<file path="config.mk">
export PLATFORM = sky130hd
export DESIGN_NAME = pdcs_mul
export DESIGN_NICKNAME = d
export VERILOG_FILES = /design/src/rtl/core/pdcs_pkg.sv /design/src/rtl/core/pdcs_mul.sv
export SDC_FILE = /design/constraint.sdc
export NUM_CORES = 1
export LEC_CHECK = 0
export ABC_AREA = 1
export ABC_CLOCK_PERIOD_IN_PS = 10400
export BUFFER_PORTS_ARGS = -buffer_cell sky130_fd_sc_hd__buf_2
export CAP_MARGIN = 20
export CORE_MARGIN = 2
export CORE_UTILIZATION = 55
export DETAILED_ROUTE_END_ITERATION = 7
export PLACE_DENSITY = 0.78
export SLEW_MARGIN = 10
export SYNTH_ARGS = -nofsm -noshare
export SYNTH_HDL_FRONTEND = slang
export SYNTH_SLANG_ARGS = --single-unit
</file>
<file path="constraint.sdc">
create_clock -name aclk -period 10.4 [get_ports aclk]
set_clock_uncertainty 0.2 [all_clocks]
set_input_delay 0 -clock aclk [delete_from_list [all_inputs] [get_ports aclk]]
set_output_delay 0 -clock aclk [all_outputs]
set_load 0.01 [all_outputs]
</file>
<file path="src/rtl/core/pdcs_pkg.sv">
// ----------------------------------------------------------------------------
// pdcs_pkg
// Shared widths, register indexes, input type codes and pipeline control
// types for the pot dead-band command scaler.
// ----------------------------------------------------------------------------
package pdcs_pkg;

    // Default number of live bits in a raw sample
    localparam int SAMPLE_WIDTH = 16;

    // Field widths
    localparam int RAW_W      = 16;   // raw sample as carried on the bus
    localparam int CMD_W      = 16;   // command word
    localparam int CFG_IDX_W  = 3;    // register index
    localparam int CFG_DATA_W = 16;   // widest register
    localparam int TYPE_W     = 2;
    localparam int BAND_W     = 15;   // dead band and out_max

    // Datapath widths
    localparam int EDGE_W  = 18;      // cal_mid +/- dead_band
    localparam int DIFF_W  = 18;      // x - a and b - a
    localparam int SCALE_W = 16;      // d - c, between -32768 and 32767
    localparam int PROD_W  = DIFF_W + SCALE_W;
    localparam int MAG_W   = PROD_W - 1;  // product magnitude
    localparam int DEN_W   = DIFF_W;      // divisor magnitude

    // Input type codes
    localparam logic [TYPE_W-1:0] TYPE_DISABLED = 2'd0;
    localparam logic [TYPE_W-1:0] TYPE_NORMAL   = 2'd1;
    localparam logic [TYPE_W-1:0] TYPE_CENTRE   = 2'd2;

    // Register indexes
    localparam logic [CFG_IDX_W-1:0] REG_INPUT_TYPE = 3'd0;
    localparam logic [CFG_IDX_W-1:0] REG_CAL_MIN    = 3'd1;
    localparam logic [CFG_IDX_W-1:0] REG_CAL_MID    = 3'd2;
    localparam logic [CFG_IDX_W-1:0] REG_CAL_MAX    = 3'd3;
    localparam logic [CFG_IDX_W-1:0] REG_DEAD_BAND  = 3'd4;
    localparam logic [CFG_IDX_W-1:0] REG_OUT_MIN    = 3'd5;
    localparam logic [CFG_IDX_W-1:0] REG_OUT_MAX    = 3'd6;

    // Configuration register set
    typedef struct packed {
        logic [TYPE_W-1:0]        input_type;
        logic signed [RAW_W-1:0]  cal_min;
        logic signed [RAW_W-1:0]  cal_mid;
        logic signed [RAW_W-1:0]  cal_max;
        logic [BAND_W-1:0]        dead_band;
        logic signed [CMD_W-1:0]  out_min;
        logic [BAND_W-1:0]        out_max;
    } cfg_t;

    // Per-word control that travels down the pipeline
    typedef struct packed {
        logic                     zero;   // command is 0 with no fault
        logic                     fault;  // span was zero
        logic                     neg;    // quotient is negative
        logic signed [CMD_W-1:0]  lo;     // lower clamp bound
        logic signed [CMD_W-1:0]  hi;     // upper clamp bound
    } ctrl_t;

endpackage

</file>
<file path="src/rtl/core/pdcs_mul.sv">
// ----------------------------------------------------------------------------
// pdcs_mul
// Two stages: multiply (x - a) by the output span and take the divisor
// magnitude, then take the product magnitude and the quotient sign.
// ----------------------------------------------------------------------------
module pdcs_mul (
    input  logic                                 aclk,
    input  logic                                 aresetn,
    input  logic                                 en,
    input  logic                                 in_valid,
    input  logic signed [pdcs_pkg::DIFF_W-1:0]   in_xa,
    input  logic signed [pdcs_pkg::DIFF_W-1:0]   in_den,
    input  logic signed [pdcs_pkg::SCALE_W-1:0]  in_scale,
    input  pdcs_pkg::ctrl_t                      in_ctrl,
    output logic                                 out_valid,
    output logic [pdcs_pkg::MAG_W-1:0]           out_dividend,
    output logic [pdcs_pkg::DEN_W-1:0]           out_divisor,
    output pdcs_pkg::ctrl_t                      out_ctrl
);

    localparam int DIFF_W = pdcs_pkg::DIFF_W;
    localparam int PROD_W = pdcs_pkg::PROD_W;
    localparam int MAG_W  = pdcs_pkg::MAG_W;
    localparam int DEN_W  = pdcs_pkg::DEN_W;

    // Stage 3: product and divisor magnitude
    logic signed [PROD_W-1:0]  prod_next;
    logic signed [DIFF_W-1:0]  den_neg_val;
    logic [DEN_W-1:0]          den_mag_next;
    pdcs_pkg::ctrl_t           ctrl3_next;

    assign prod_next    = in_xa * in_scale;
    assign den_neg_val  = -in_den;
    assign den_mag_next = in_den[DIFF_W-1] ? den_neg_val : in_den;

    // Flag a zero span only where a map is really done
    always_comb begin
        ctrl3_next       = in_ctrl;
        ctrl3_next.fault = !in_ctrl.zero && (in_den == '0);
    end

    logic                      s3_valid_reg;
    logic signed [PROD_W-1:0]  s3_prod_reg;
    logic                      s3_den_neg_reg;
    logic [DEN_W-1:0]          s3_den_mag_reg;
    pdcs_pkg::ctrl_t           s3_ctrl_reg;

    always_ff @(posedge aclk) begin
        if (!aresetn) begin
            s3_valid_reg <= 1'b0;
        end else if (en) begin
            s3_valid_reg <= in_valid;
        end
    end

    always_ff @(posedge aclk) begin
        if (en) begin
            s3_prod_reg    <= prod_next;
            s3_den_neg_reg <= in_den[DIFF_W-1];
            s3_den_mag_reg <= den_mag_next;
            s3_ctrl_reg    <= ctrl3_next;
        end
    end

    // Stage 4: product magnitude and quotient sign
    logic signed [PROD_W-1:0]  prod_neg_val;
    logic [MAG_W-1:0]          prod_mag_next;
    pdcs_pkg::ctrl_t           ctrl4_next;

    assign prod_neg_val  = -s3_prod_reg;
    assign prod_mag_next = s3_prod_reg[PROD_W-1] ? prod_neg_val[MAG_W-1:0]
                                                 : s3_prod_reg[MAG_W-1:0];

    always_comb begin
        ctrl4_next     = s3_ctrl_reg;
        ctrl4_next.neg = s3_prod_reg[PROD_W-1] ^ s3_den_neg_reg;
    end

    logic                      s4_valid_reg;
    logic [MAG_W-1:0]          s4_prod_mag_reg;
    logic [DEN_W-1:0]          s4_den_mag_reg;
    pdcs_pkg::ctrl_t           s4_ctrl_reg;

    always_ff @(posedge aclk) begin
        if (!aresetn) begin
            s4_valid_reg <= 1'b0;
        end else if (en) begin
            s4_valid_reg <= s3_valid_reg;
        end
    end

    always_ff @(posedge aclk) begin
        if (en) begin
            s4_prod_mag_reg <= prod_mag_next;
            s4_den_mag_reg  <= s3_den_mag_reg;
            s4_ctrl_reg     <= ctrl4_next;
        end
    end

    assign out_valid    = s4_valid_reg;
    assign out_dividend = s4_prod_mag_reg;
    assign out_divisor  = s4_den_mag_reg;
    assign out_ctrl     = s4_ctrl_reg;

endmodule

</file>
======== After elaboration in Yosys (flattened, before gate mapping) ========
Index checks and enable logic that the tools add are counted.
operators by class
  add/subtract/negate cells ............... 2
  multiply operators ...................... 1
  divide/modulo/power cells ............... 0
  $lt $le $gt $ge ......................... 0
  eq/ne operators ......................... 0
  shifts and indexed selects .............. 0
  multiplexer cells ....................... 2
  bitwise gates (word level) .............. 1
  reduce and logical (&&, ||, !) cells .... 3
operators by type and width
  operator                      count
  multiplier 18 x 16 -> 34 bit  1
  2-to-1 mux 33 bit             1
  negator 33 bit                1
  zero test 18 bit              1
  negator 18 bit                1
  2-to-1 mux 17 bit             1
  logical AND 1 bit             1
  zero test 1 bit               1
  bitwise XOR 1 bit             1
word-level totals
  bits in registers ....................... 175
  latch bits .............................. 0
  RAM bits ................................ 0
  ROM bits ................................ 0
  input bits .............................. 91
  output and inout port bits .............. 87
  logic and storage cells ................. 26
  memories kept ........................... 0

======== Depth between registers and ports, before layout ========
Gate-level depths: netlist of the first run.
  depth in word-level cells ............... 2
  gate-level depth with buffers ........... 29
  gate-level depth less buffers ........... 27

======== Least setup slack after synthesis of the first run ========
Ideal clock, no wire load.
  path type ............................... input to register
  start ................................... in in_scale[7] (netlist bit)
  end ..................................... reg s3_prod_reg[31] (data pin)
  arrival time ............................ 5.160 ns
  slack ................................... 4.787 ns
  stages on the path ...................... 22
  buffers on the path ..................... 2
  cells stage by stage .................... clkbuf_1 -> clkbuf_1 -> nand2_1 -> fa_1 -> inv_1 -> fa_1 -> inv_1 -> fa_1 -> inv_1 -> fa_1 -> fa_1 -> inv_1 -> fa_1 -> inv_1 -> ha_1 -> nand2_1 -> nor2_1 -> nand2_1 -> nor4_1 -> nand2_1 -> nand3_1 -> nand2_1
on the way
  word-level cells in the longest chain between the ends .. 1
RTL lines
  item                          RTL line        text
  start, declared               pdcs_mul.sv:13  input logic signed [pdcs_pkg::SCALE_W-1:0] in_scale,
  multiplier 18 x 16 -> 34 bit  pdcs_mul.sv:32  assign prod_next = in_xa * in_scale;
  named net prod_next[31]       pdcs_mul.sv:27  logic signed [PROD_W-1:0] prod_next;
  end signal, assigned          pdcs_mul.sv:58  s3_prod_reg <= prod_next;
  end, declared                 pdcs_mul.sv:43  logic signed [PROD_W-1:0] s3_prod_reg;
The timed path passes the listed nets, and every way through them passes these cells.
A chain may end at the register's enable or synchronous reset.

======== Worst setup path after layout of the first run ========
  start ................................... in in_scale[15] (netlist bit)
  end ..................................... reg s3_prod_reg[31] (data pin)
The elaborated chain is that of the path after synthesis.

==> results.md, run 1 <==
- Vertical die dimension: around 190 um
- Max Clock Freq: ~0.17 GHz
- Standard cell core area: around 34,000 um^2
- Largest family of logic cells by synthesized area: adder cells
- Via count: 14,319
- Post-route non-filler standard cell count: 2,767
- Fraction of synthesized cell area in xor and xnor cells: under 10%
- Remaining DRCs: 0
- Drt first-iter violations: 1,164
- Number of global-route vias before repair: around 15,000
- Clock latency on the worst-skew pair: ~0.44 ns
- Portion of netlist area occupied by mux cells: 0%
- Final critical-path share of the clock period: around 56%
- Number of ports placed on the die boundary: ~180
- Reg-to-reg critical path startpoint: s3_prod_reg[33]
- Post-Syn Instances: 2,102
- Most repeated cell in the gate-level netlist after synthesis: sky130_fd_sc_hd__inv_1
- Area fraction in and, or, nand and nor cells after synthesis: approximately 18%
- Via-per-instance ratio: 5.17
- RSZ-0062 raised after global routing: false
- Outcome: finished clean
- Synthesized-area fraction occupied by adder cells: between 30% and 40%
- Final Max Tran Viols: 0
- Critical path class: in2reg
- Top post-synthesis cells by area: sky130_fd_sc_hd__fa_1, sky130_fd_sc_hd__edfxtp_1, sky130_fd_sc_hd__inv_1, sky130_fd_sc_hd__nand2_1, sky130_fd_sc_hd__ha_1
- CP endpoint kind: flop
- Setup TNS Final: 0 ns
- Type of origin of the critical path: primary input
- Pin count of the biggest net entering global routing: 96
- Max_cap viols: 0
- Min Clock Period, post-route: between 5 and 6 ns
- Ratio of cells with drive above 1 in the final layout: around an eighth
- Post-synth EDFFs: around 170
- WP data arrival: between 5 and 6 ns
- Hold Crit Class: in2reg
- Antenna violations before repair: 1
- Number of buffers created by CTS: 17
- Wire length of the first global-routing pass: 73.9 mm
- Instance count after placement with tap cells included: approximately 2,700
- Final setup vio count: 0
- Cell taking the most area after synthesis: sky130_fd_sc_hd__fa_1
- Final hold viol count: 0
- Sinks on the clock net: 175
- Hold Path Origin: in_xa[1]
- FF-to-FF setup slack: roughly 7.7 ns
- Length of the first detailed-routing pass in iterations: 6
- Count of cell types in the netlist: 37
- Horiz. Die Dim: around 190 um
- Clock slew seen by the registers of the worst setup and hold paths: 0.08 ns
- Clock tree root driver cell: sky130_fd_sc_hd__clkbuf_16
- Terminus of the critical flop-to-flop path: out_dividend[27]
- Number of levels in the clock H-tree: 4
- Die outline area: around 36,000 um^2
- Mean Syn Cell Area: slightly below 9 um^2
- Top cell type's share of synthesized area: a little under a third
- HPWL reported at the end of detailed placement: between 30 and 40 mm
- List of most frequent post-synthesis cells: sky130_fd_sc_hd__inv_1, sky130_fd_sc_hd__nand2_1, sky130_fd_sc_hd__fa_1
- Fraction of the mapped netlist area in compound gates: between 1.5 and 2%
- Antenna-violating nets left: 0
- Wirelength per Cell: 16.2 um
- Async SR Flop Fraction: 0%
- CP max FO: 19
- Transition time at the pin with the least slew margin: 1.01 ns
- R2R depth: 4
- Port Buffer Count: ~180
- Resized Gates After CTS: 0
- Synthesis Warnings: 0
- Post-Syn Area: ~19,000 um^2
- Relative slew slack: approximately 33%
- Worst setup slack after placement: around 4.2 ns
- Hold EP: s3_prod_reg[1]
- Growth of design area from synthesis to finish: 13.9%
- RePlAce Congestion: approximately 0.89
- Worst path required time: between 10 and 15 ns
- Starting density of the core: between 50% and 60%
- Sequential area share after synthesis: 28.0%
- Synthesized net count: between 2,000 and 3,000
- Top FF cell, synth: sky130_fd_sc_hd__edfxtp_1
- Flops & latches, synth: approximately 180
- Clock buffer depth: 2
- Rows: 67
- Depth of the worst hold-timing path: 4
- Number of flip-flops in the largest register: 35
- Min setup slack post-route: 4.60 ns
- Detailed-route wire length: 44.9 mm
- Clock tree from TritonCTS: built
- Aggregate global routing overflow: 0
- Number of nets at the end of the flow: between 2,000 and 3,000
- Total routing resource utilization after global routing: approximately a quarter
[placed cells by master, fill, tap and decap left out, types with 6 or more instances in the layout]
cell type and instances:
sky130_fd_sc_hd__nand3_1 48, sky130_fd_sc_hd__nand2_1 546, sky130_fd_sc_hd__nand4_1 16, sky130_fd_sc_hd__o21bai_1 6
sky130_fd_sc_hd__inv_12 6, sky130_fd_sc_hd__nand2_2 15, sky130_fd_sc_hd__nor2_1 105, sky130_fd_sc_hd__clkbuf_16 17
sky130_fd_sc_hd__dlygate4sd3_1 75, sky130_fd_sc_hd__nor2_4 6, sky130_fd_sc_hd__xor2_1 43, sky130_fd_sc_hd__edfxtp_1 173
sky130_fd_sc_hd__o21ai_0 16, sky130_fd_sc_hd__nor2_2 17, sky130_fd_sc_hd__buf_2 174, sky130_fd_sc_hd__xnor2_1 12
sky130_fd_sc_hd__o21ai_1 8, sky130_fd_sc_hd__nor3_1 11, sky130_fd_sc_hd__a21oi_1 26, sky130_fd_sc_hd__ha_1 88
sky130_fd_sc_hd__fa_1 290, sky130_fd_sc_hd__inv_1 564
[area by class of cell]
| class | instances | area [um^2] |
|---|---|---|
| clock buffers | 17 | 425 |
| clock inverters | 15 | 211 |
| well taps | 448 | 561 |
| diodes | 1 | 2.50 |
| fillers | 2653 | 12200 |
| repair buffers | 252 | 1670 |
| flip-flops and latches | 175 | 5240 |
| inverters | 570 | 2140 |
| multi-input cells | 1289 | 11100 |
[routing by layer]
layer / share of wire (%) / vias up / track usage, %
li1: - / 6568 / -
met1: 37 / 6932 / 30.6
met2: 52 / 652 / 48.3
met3: 7.3 / 167 / 4.04
met4: 3.7 / 0 / 10.1
met5: 0 / - / 0
[worst max-delay path by stage]
stage | startpoint | endpoint | slack (ns) | cells after the start
after floorplan | in_scale[7] | s3_prod_reg[31] | 4.79 | 22
after global placement | in_scale[15] | s3_prod_reg[31] | 4.24 | 22
after detailed placement | in_scale[15] | s3_prod_reg[31] | 4.18 | 22
after CTS | in_scale[15] | s3_prod_reg[31] | 4.64 | 22
after global routing | in_scale[15] | s3_prod_reg[31] | 4.27 | 22
final | in_scale[15] | s3_prod_reg[31] | 4.60 | 22
[what timing repair did]
action,in CTS,in global routing
hold buffers,75,0
endpoints found under the hold margin,137,0
setup buffers,0,0
endpoints found under the setup margin,0,0
[critical path, cell delays in order]
cell and delay, ns:
sky130_fd_sc_hd__buf_2 0.08, sky130_fd_sc_hd__clkinv_1 0.52, sky130_fd_sc_hd__or2_2 0.55, sky130_fd_sc_hd__fa_1 0.53
sky130_fd_sc_hd__inv_1 0.05, sky130_fd_sc_hd__fa_1 0.50, sky130_fd_sc_hd__inv_1 0.05, sky130_fd_sc_hd__fa_1 0.53
sky130_fd_sc_hd__inv_1 0.06, sky130_fd_sc_hd__fa_1 0.50, sky130_fd_sc_hd__fa_1 0.54, sky130_fd_sc_hd__inv_1 0.05
sky130_fd_sc_hd__fa_1 0.52, sky130_fd_sc_hd__inv_1 0.04, sky130_fd_sc_hd__ha_1 0.35, sky130_fd_sc_hd__nand2_1 0.13
sky130_fd_sc_hd__nor2_1 0.18, sky130_fd_sc_hd__nand2_1 0.10, sky130_fd_sc_hd__nor4_1 0.20, sky130_fd_sc_hd__nand2_1 0.14
sky130_fd_sc_hd__nand3_1 0.11, sky130_fd_sc_hd__nand2_1 0.06
[cells by family after synthesis]
| group | count (synthesis) |
|---|---|
| adder cells (fa/ha/maj) | 378 |
| buffers and inverters | 638 |
| AO/OA/AOI/OAI | 64 |
| flip-flops | 175 |
| XOR/XNOR | 55 |
| AND/OR/NAND/NOR | 792 |
[through the flow]
step	utilization (%)	hold slack [ns]	cell area [um^2]
global route	63.6	0.0725	21300
finish	63.6	0.0748	21300
detailed placement	59.4	-0.0219	19900
global placement	59.4	-0.0223	19900
floorplan	-	-0.101	18700
CTS	63.5	0.0520	21300
Power of run 1 is left out: the tool's default activity adds up to more than one toggle a clock period on the data nets, which glitch-free logic cannot reach.
==> run 2, diff against run 1 <==
- ABC_CLOCK_PERIOD_IN_PS: 10400 -> 5390
- clock period: 10.4 -> 5.39 ns (I/O delays scaled with it)
==> results.md, run 2 (same netlist as run 1, synthesis figures left out) <==
- Number of ports placed on the die boundary: approximately 180
- Remaining DRCs: 0
- Number of flip-flops in the largest register: 35
- Max Clock Freq: slightly below 0.2 GHz
- Number of buffers created by CTS: 17
- Inserted Diodes: 0
- Length of the first detailed-routing pass in iterations: 5
- R2R depth: 11
- Ratio of cells with drive above 1 in the final layout: between 10% and 20%
- Critical Path Stages: 24
- Relative slew slack: a little over two fifths
- Die outline area: 35,500 um^2
- Clock slew seen by the registers of the worst setup and hold paths: 0.09 ns
- Standard cell core area: 33,500 um^2
- Wirelength per Cell: 16.2 um
- Cell repeated most along the worst path: sky130_fd_sc_hd__fa_1
- Start point of the critical path: in_scale[15]
- Antenna violations before repair: 0
- Final Max Tran Viols: 0
- Growth of design area from synthesis to finish: 19.0%
- Horiz. Die Dim: about 190 um
- Detailed-route wire length: between 40 and 50 mm
- Share of the core filled with cells: between 60 and 70%
- Drt first-iter violations: between 1,000 and 1,500
- HPWL reported at the end of detailed placement: 35.9 mm
- Transition time at the pin with the least slew margin: 0.844 ns
- Via-per-instance ratio: between 5 and 6
- Hold Path Origin: in_ctrl[25]
- Critical path class: in2reg
- Clock tree root driver cell: sky130_fd_sc_hd__clkbuf_16
- Antenna-violating nets left: 0
- CP max FO: 6
- Total routing resource utilization after global routing: between 20% and 30%
- Final critical-path share of the clock period: about 95%
- Number of global-route vias before repair: about 16,000
- Depth of the worst hold-timing path: 2
- Critical path's slowest cell: sky130_fd_sc_hd__fa_1
- Clock buffer depth: 2
- Sinks on the clock net: roughly 180
- Hold Crit Class: in2reg
- Worst hold slack after final layout: 0.0925 ns
- Min Clock Period, post-route: a little over 5 ns
- WP data arrival: slightly above 5 ns
- Reg-to-reg critical path startpoint: s3_prod_reg[0]
- Wire length of the first global-routing pass: slightly below 80 mm
- Pin count of the biggest net entering global routing: 70
- Sequence of cells on the critical path: buf_2 > clkinv_1 > buf_4 > or2_2 > fa_1 > inv_1 > fa_1 > fa_1 > fa_1 > fa_1 > inv_1 > fa_1 > inv_1 > ha_1 > nand2_2 > inv_1 > a21oi_1 > nand2_1 > inv_2 > nand2_2 > nand2_1 > nand2_1 > nand2_1 > nand2_1
- Outcome: finished clean
- Bufs and invs on worst path: 8
- Worst path required time: between 5 and 6 ns
- Commonest non-fill, non-tap cells in the layout: sky130_fd_sc_hd__inv_1, sky130_fd_sc_hd__nand2_1, sky130_fd_sc_hd__fa_1, sky130_fd_sc_hd__buf_2, sky130_fd_sc_hd__edfxtp_1
- Clock tree from TritonCTS: built
- Via count: 14,616
- Rows: 67
- Family of cells with the greatest summed delay on the critical path: adder cells
- Number of levels in the clock H-tree: 4
- Max_cap viols: 0
- Clock latency on the worst-skew pair: about 0.43 ns
- Aggregate global routing overflow: 0
- Starting density of the core: a little under three fifths
- Delay of the slowest cell on the worst path: around 0.55 ns
- Final setup vio count: 0
- Type of origin of the critical path: primary input
- RePlAce Congestion: between 0.9 and 1
- Port Buffer Count: ~180
- RSZ-0062 raised after global routing: false
- Number of nets at the end of the flow: between 2,000 and 3,000
- Vertical die dimension: between 150 and 200 um
- Most common cell after layout, fill and taps aside: sky130_fd_sc_hd__inv_1
- Final hold viol count: 0
- CP endpoint kind: flop
## run 2: cell count changes in the layout (fill, tap and decap cells not counted), sizes merged
cell / before / now
clkinv: 5 / 7
buf: 177 / 295
inv: 580 / 578
dlygate4sd3: 75 / 74
diode: 1 / 0
## run 2: what timing repair did
| action | CTS | global route |
|---|---|---|
| hold endpoints to repair | 117 | 0 |
| setup buffers | 0 | 3 |
| resized for setup | 0 | 6 |
| hold buffers | 74 | 0 |
| endpoints found under the setup margin | 0 | 10 |
## run 2: per-layer routing
| layer | wire, um | part of all wire, % | track usage (%) | up-vias |
|---|---|---|---|---|
| li1 | - | - | - | 6798 |
| met1 | 17300 | 37 | 32.1 | 7034 |
| met2 | 24300 | 52 | 50.9 | 624 |
| met3 | 2850 | 6.1 | 3.32 | 160 |
| met4 | 2100 | 4.5 | 12.5 | 0 |
| met5 | 0 | 0 | 0 | - |
## run 2: per-stage QoR
step | cells | worst slack [ns] | area (um^2) | TNS, ns
final | 2883 | 0.245 | 22300 | 0
after global routing | 2883 | 0.00569 | 22300 | 0
after CTS | 2880 | 0.145 | 22200 | 0
after detailed placement | 2774 | -0.309 | 20800 | -3.06
after global placement | 2774 | -0.220 | 20800 | -1.36
after floorplan | 2102 | 0.00355 | 18700 | 0
## run 2: path summary, 6_finish.rpt
check,slack [ns],to
setup / recovery,0.24,s3_prod_reg[19]
hold / removal,0.09,ctrl4_next[25]
setup reg to reg,3.17,out_dividend[30]
hold reg to reg,0.22,out_ctrl[14]
## run 2: final cells by class
class | count | area, um^2
fill | 2569 | 11300
sequential | 175 | 5240
tap | 448 | 561
inverter | 570 | 2140
timing repair buffer | 369 | 2570
clock buffer | 17 | 425
multi-input combinational | 1289 | 11100
clock inverter | 15 | 218
Power of run 2 is left out for the same reason.
==> run 3, diff against run 2 <==
- CORE_UTILIZATION: 55 -> 40
- PLACE_DENSITY: 0.78 -> 0.61
==> results.md, run 3 (same netlist as run 1, synthesis figures left out) <==
- Outcome: finished clean
- Commonest non-fill, non-tap cells in the layout: sky130_fd_sc_hd__inv_1, sky130_fd_sc_hd__nand2_1, sky130_fd_sc_hd__fa_1, sky130_fd_sc_hd__buf_2, sky130_fd_sc_hd__edfxtp_1
- Final hold viol count: 0
- Sequence of cells on the critical path: buf_2 > nand2_2 > fa_1 > inv_1 > fa_1 > inv_1 > fa_1 > inv_1 > fa_1 > fa_1 > inv_1 > fa_1 > inv_1 > ha_1 > nand2_1 > nor2_1 > nand2_1 > nor4_1 > nand2_1 > nand3_1 > nand2_1
- Share of the core filled with cells: 48.7%
- Horiz. Die Dim: around 220 um
- Post-route non-filler standard cell count: between 3,000 and 4,000
- Final critical-path share of the clock period: 95.8%
- Wire length of the first global-routing pass: 72.9 mm
- Clock tree from TritonCTS: built
- Wirelength per Cell: around 14 um
- Number of ports placed on the die boundary: 178
- Clock buffer depth: 2
- Final Max Tran Viols: 0
- Rows: between 70 and 80
- Detailed-route wire length: approximately 44 mm
- Length of the first detailed-routing pass in iterations: 5
- Vertical die dimension: about 220 um
- Grt met2 use: approximately a third
- Critical path class: in2reg
- Type of origin of the critical path: primary input
- Number of buffers created by CTS: 17
- Met1 track demand over resource: between 20% and 30%
- Growth of design area from synthesis to finish: 20.7%
- Terminus of the critical flop-to-flop path: out_dividend[30]
- Antenna violations before repair: 0
- Delay of the slowest cell on the worst path: ~0.59 ns
- Port Buffer Count: 175
- Bufs and invs on worst path: 6
- Timing endpoint of the critical path: s3_prod_reg[31]
- CP endpoint kind: flop
- Instance count after placement with tap cells included: between 2,000 and 3,000
- Worst path required time: approximately 5.4 ns
- Clock tree root driver cell: sky130_fd_sc_hd__clkbuf_16
- Drt first-iter violations: 728
- Starting density of the core: 40.4%
- Antenna-violating nets left: 0
- Number of levels in the clock H-tree: 4
- Fillers: between 4,000 and 5,000
- Hold Crit Class: in2reg
- WP data arrival: 5.15 ns
- Remaining DRCs: 0
- Number of flip-flops in the largest register: 35
- Min setup slack post-route: between 0.2 and 0.25 ns
- Pin count of the biggest net entering global routing: roughly 130
- Via-per-instance ratio: ~4.6
- Min Clock Period, post-route: 5.16 ns
- Most common cell after layout, fill and taps aside: sky130_fd_sc_hd__inv_1
- Number of global-route vias before repair: 14,851
- Global route hottest layer: met2
- Reg-to-reg critical path startpoint: s3_prod_reg[0]
- Inserted Diodes: 0
- Total routing resource utilization after global routing: between 10% and 20%
- HPWL reported at the end of detailed placement: 36.8 mm
- Aggregate global routing overflow: 0
- RePlAce Congestion: 0.881
- Max Clock Freq: 0.194 GHz
- Die outline area: 48,500 um^2
- Critical path's slowest cell: sky130_fd_sc_hd__fa_1
- CP max FO: 12
- Worst hold slack after final layout: 0.0182 ns
- Transition time at the pin with the least slew margin: about 1.1 ns
- Max_cap viols: 0
- Clock latency on the worst-skew pair: 0.42 ns
- R2R depth: 11
- Clock slew seen by the registers of the worst setup and hold paths: ~0.080 ns
- Critical Path Stages: 21
- Standard cell core area: around 46,000 um^2
- FF-to-FF setup slack: 3.29 ns
- Family of cells with the greatest summed delay on the critical path: adder cells
- Number of nets at the end of the flow: about 2,900
- Final setup vio count: 0
- Sinks on the clock net: between 150 and 200
- Cell repeated most along the worst path: sky130_fd_sc_hd__fa_1
- Worst setup slack after placement: -0.306 ns
- Global-route track usage on met3: 2.39%
- Start point of the critical path: in_scale[7]
- Ratio of cells with drive above 1 in the final layout: between 15 and 20%
- Relative slew slack: between 20 and 30%
- Via count: between 10,000 and 15,000
==> run 3: cell types whose count changed in the layout (fill, tap and decap cells not counted) <==
cell	delta
sky130_fd_sc_hd__a21oi_2	+1
sky130_fd_sc_hd__a21oi_4	-1
sky130_fd_sc_hd__buf_12	+2
sky130_fd_sc_hd__buf_4	+17
sky130_fd_sc_hd__clkinv_4	+1
sky130_fd_sc_hd__dlygate4sd3_1	-1
sky130_fd_sc_hd__ha_1	+2
sky130_fd_sc_hd__ha_2	-2
sky130_fd_sc_hd__inv_12	-1
sky130_fd_sc_hd__inv_16	-1
sky130_fd_sc_hd__inv_6	-1
sky130_fd_sc_hd__inv_8	+2
sky130_fd_sc_hd__nor3_1	+1
sky130_fd_sc_hd__nor3_2	-1
==> run 3: worst min path at each step <==
stage / start / endpoint / slack [ns] / depth (start not counted)
after global routing: en / out_divisor[11] / 0.07 / 1
after detailed placement: in_ctrl[6] / ctrl4_next[6] / -0.02 / 1
after global placement: in_ctrl[6] / ctrl4_next[6] / -0.02 / 1
after CTS: in_xa[0] / s3_prod_reg[1] / 0.06 / 5
final: en / out_divisor[10] / 0.02 / 1
after floorplan: in_ctrl[0] / ctrl4_next[0] / -0.10 / 0
==> run 3: cell type report <==
cell class	instances	area, um^2	area share [%]
Tap cell	607	759	3.36
Timing Repair Buffer	387	2730	12.1
Clock buffer	17	425	1.88
Inverter	570	2140	9.47
Clock inverter	15	204	0.903
Multi-Input combinational cell	1289	11100	49.1
Sequential cell	175	5240	23.2
==> run 3: metal layers <==
metal,wire (um),vias up
li1,-,6846
met2,21900,371
met1,18700,6822
met4,915,0
met3,2170,58
met5,0,-
==> run 3: repair_timing <==
| item | CTS | global route |
|---|---|---|
| buffers inserted | 0 | 0 |
| gates resized for setup | 0 | 2 |
| setup endpoints to repair | 0 | 7 |
| hold buffers | 73 | 0 |
| endpoints found under the hold margin | 56 | 0 |
==> run 3: per-stage QoR <==
stage	cell area, um^2	setup TNS [ns]
floorplan	18700	0
CTS	22600	0
global placement	21200	-2.03
finish	22600	0
detailed placement	21200	-2.89
global route	22600	-0.0000329
Power of run 3 is left out for the same reason.
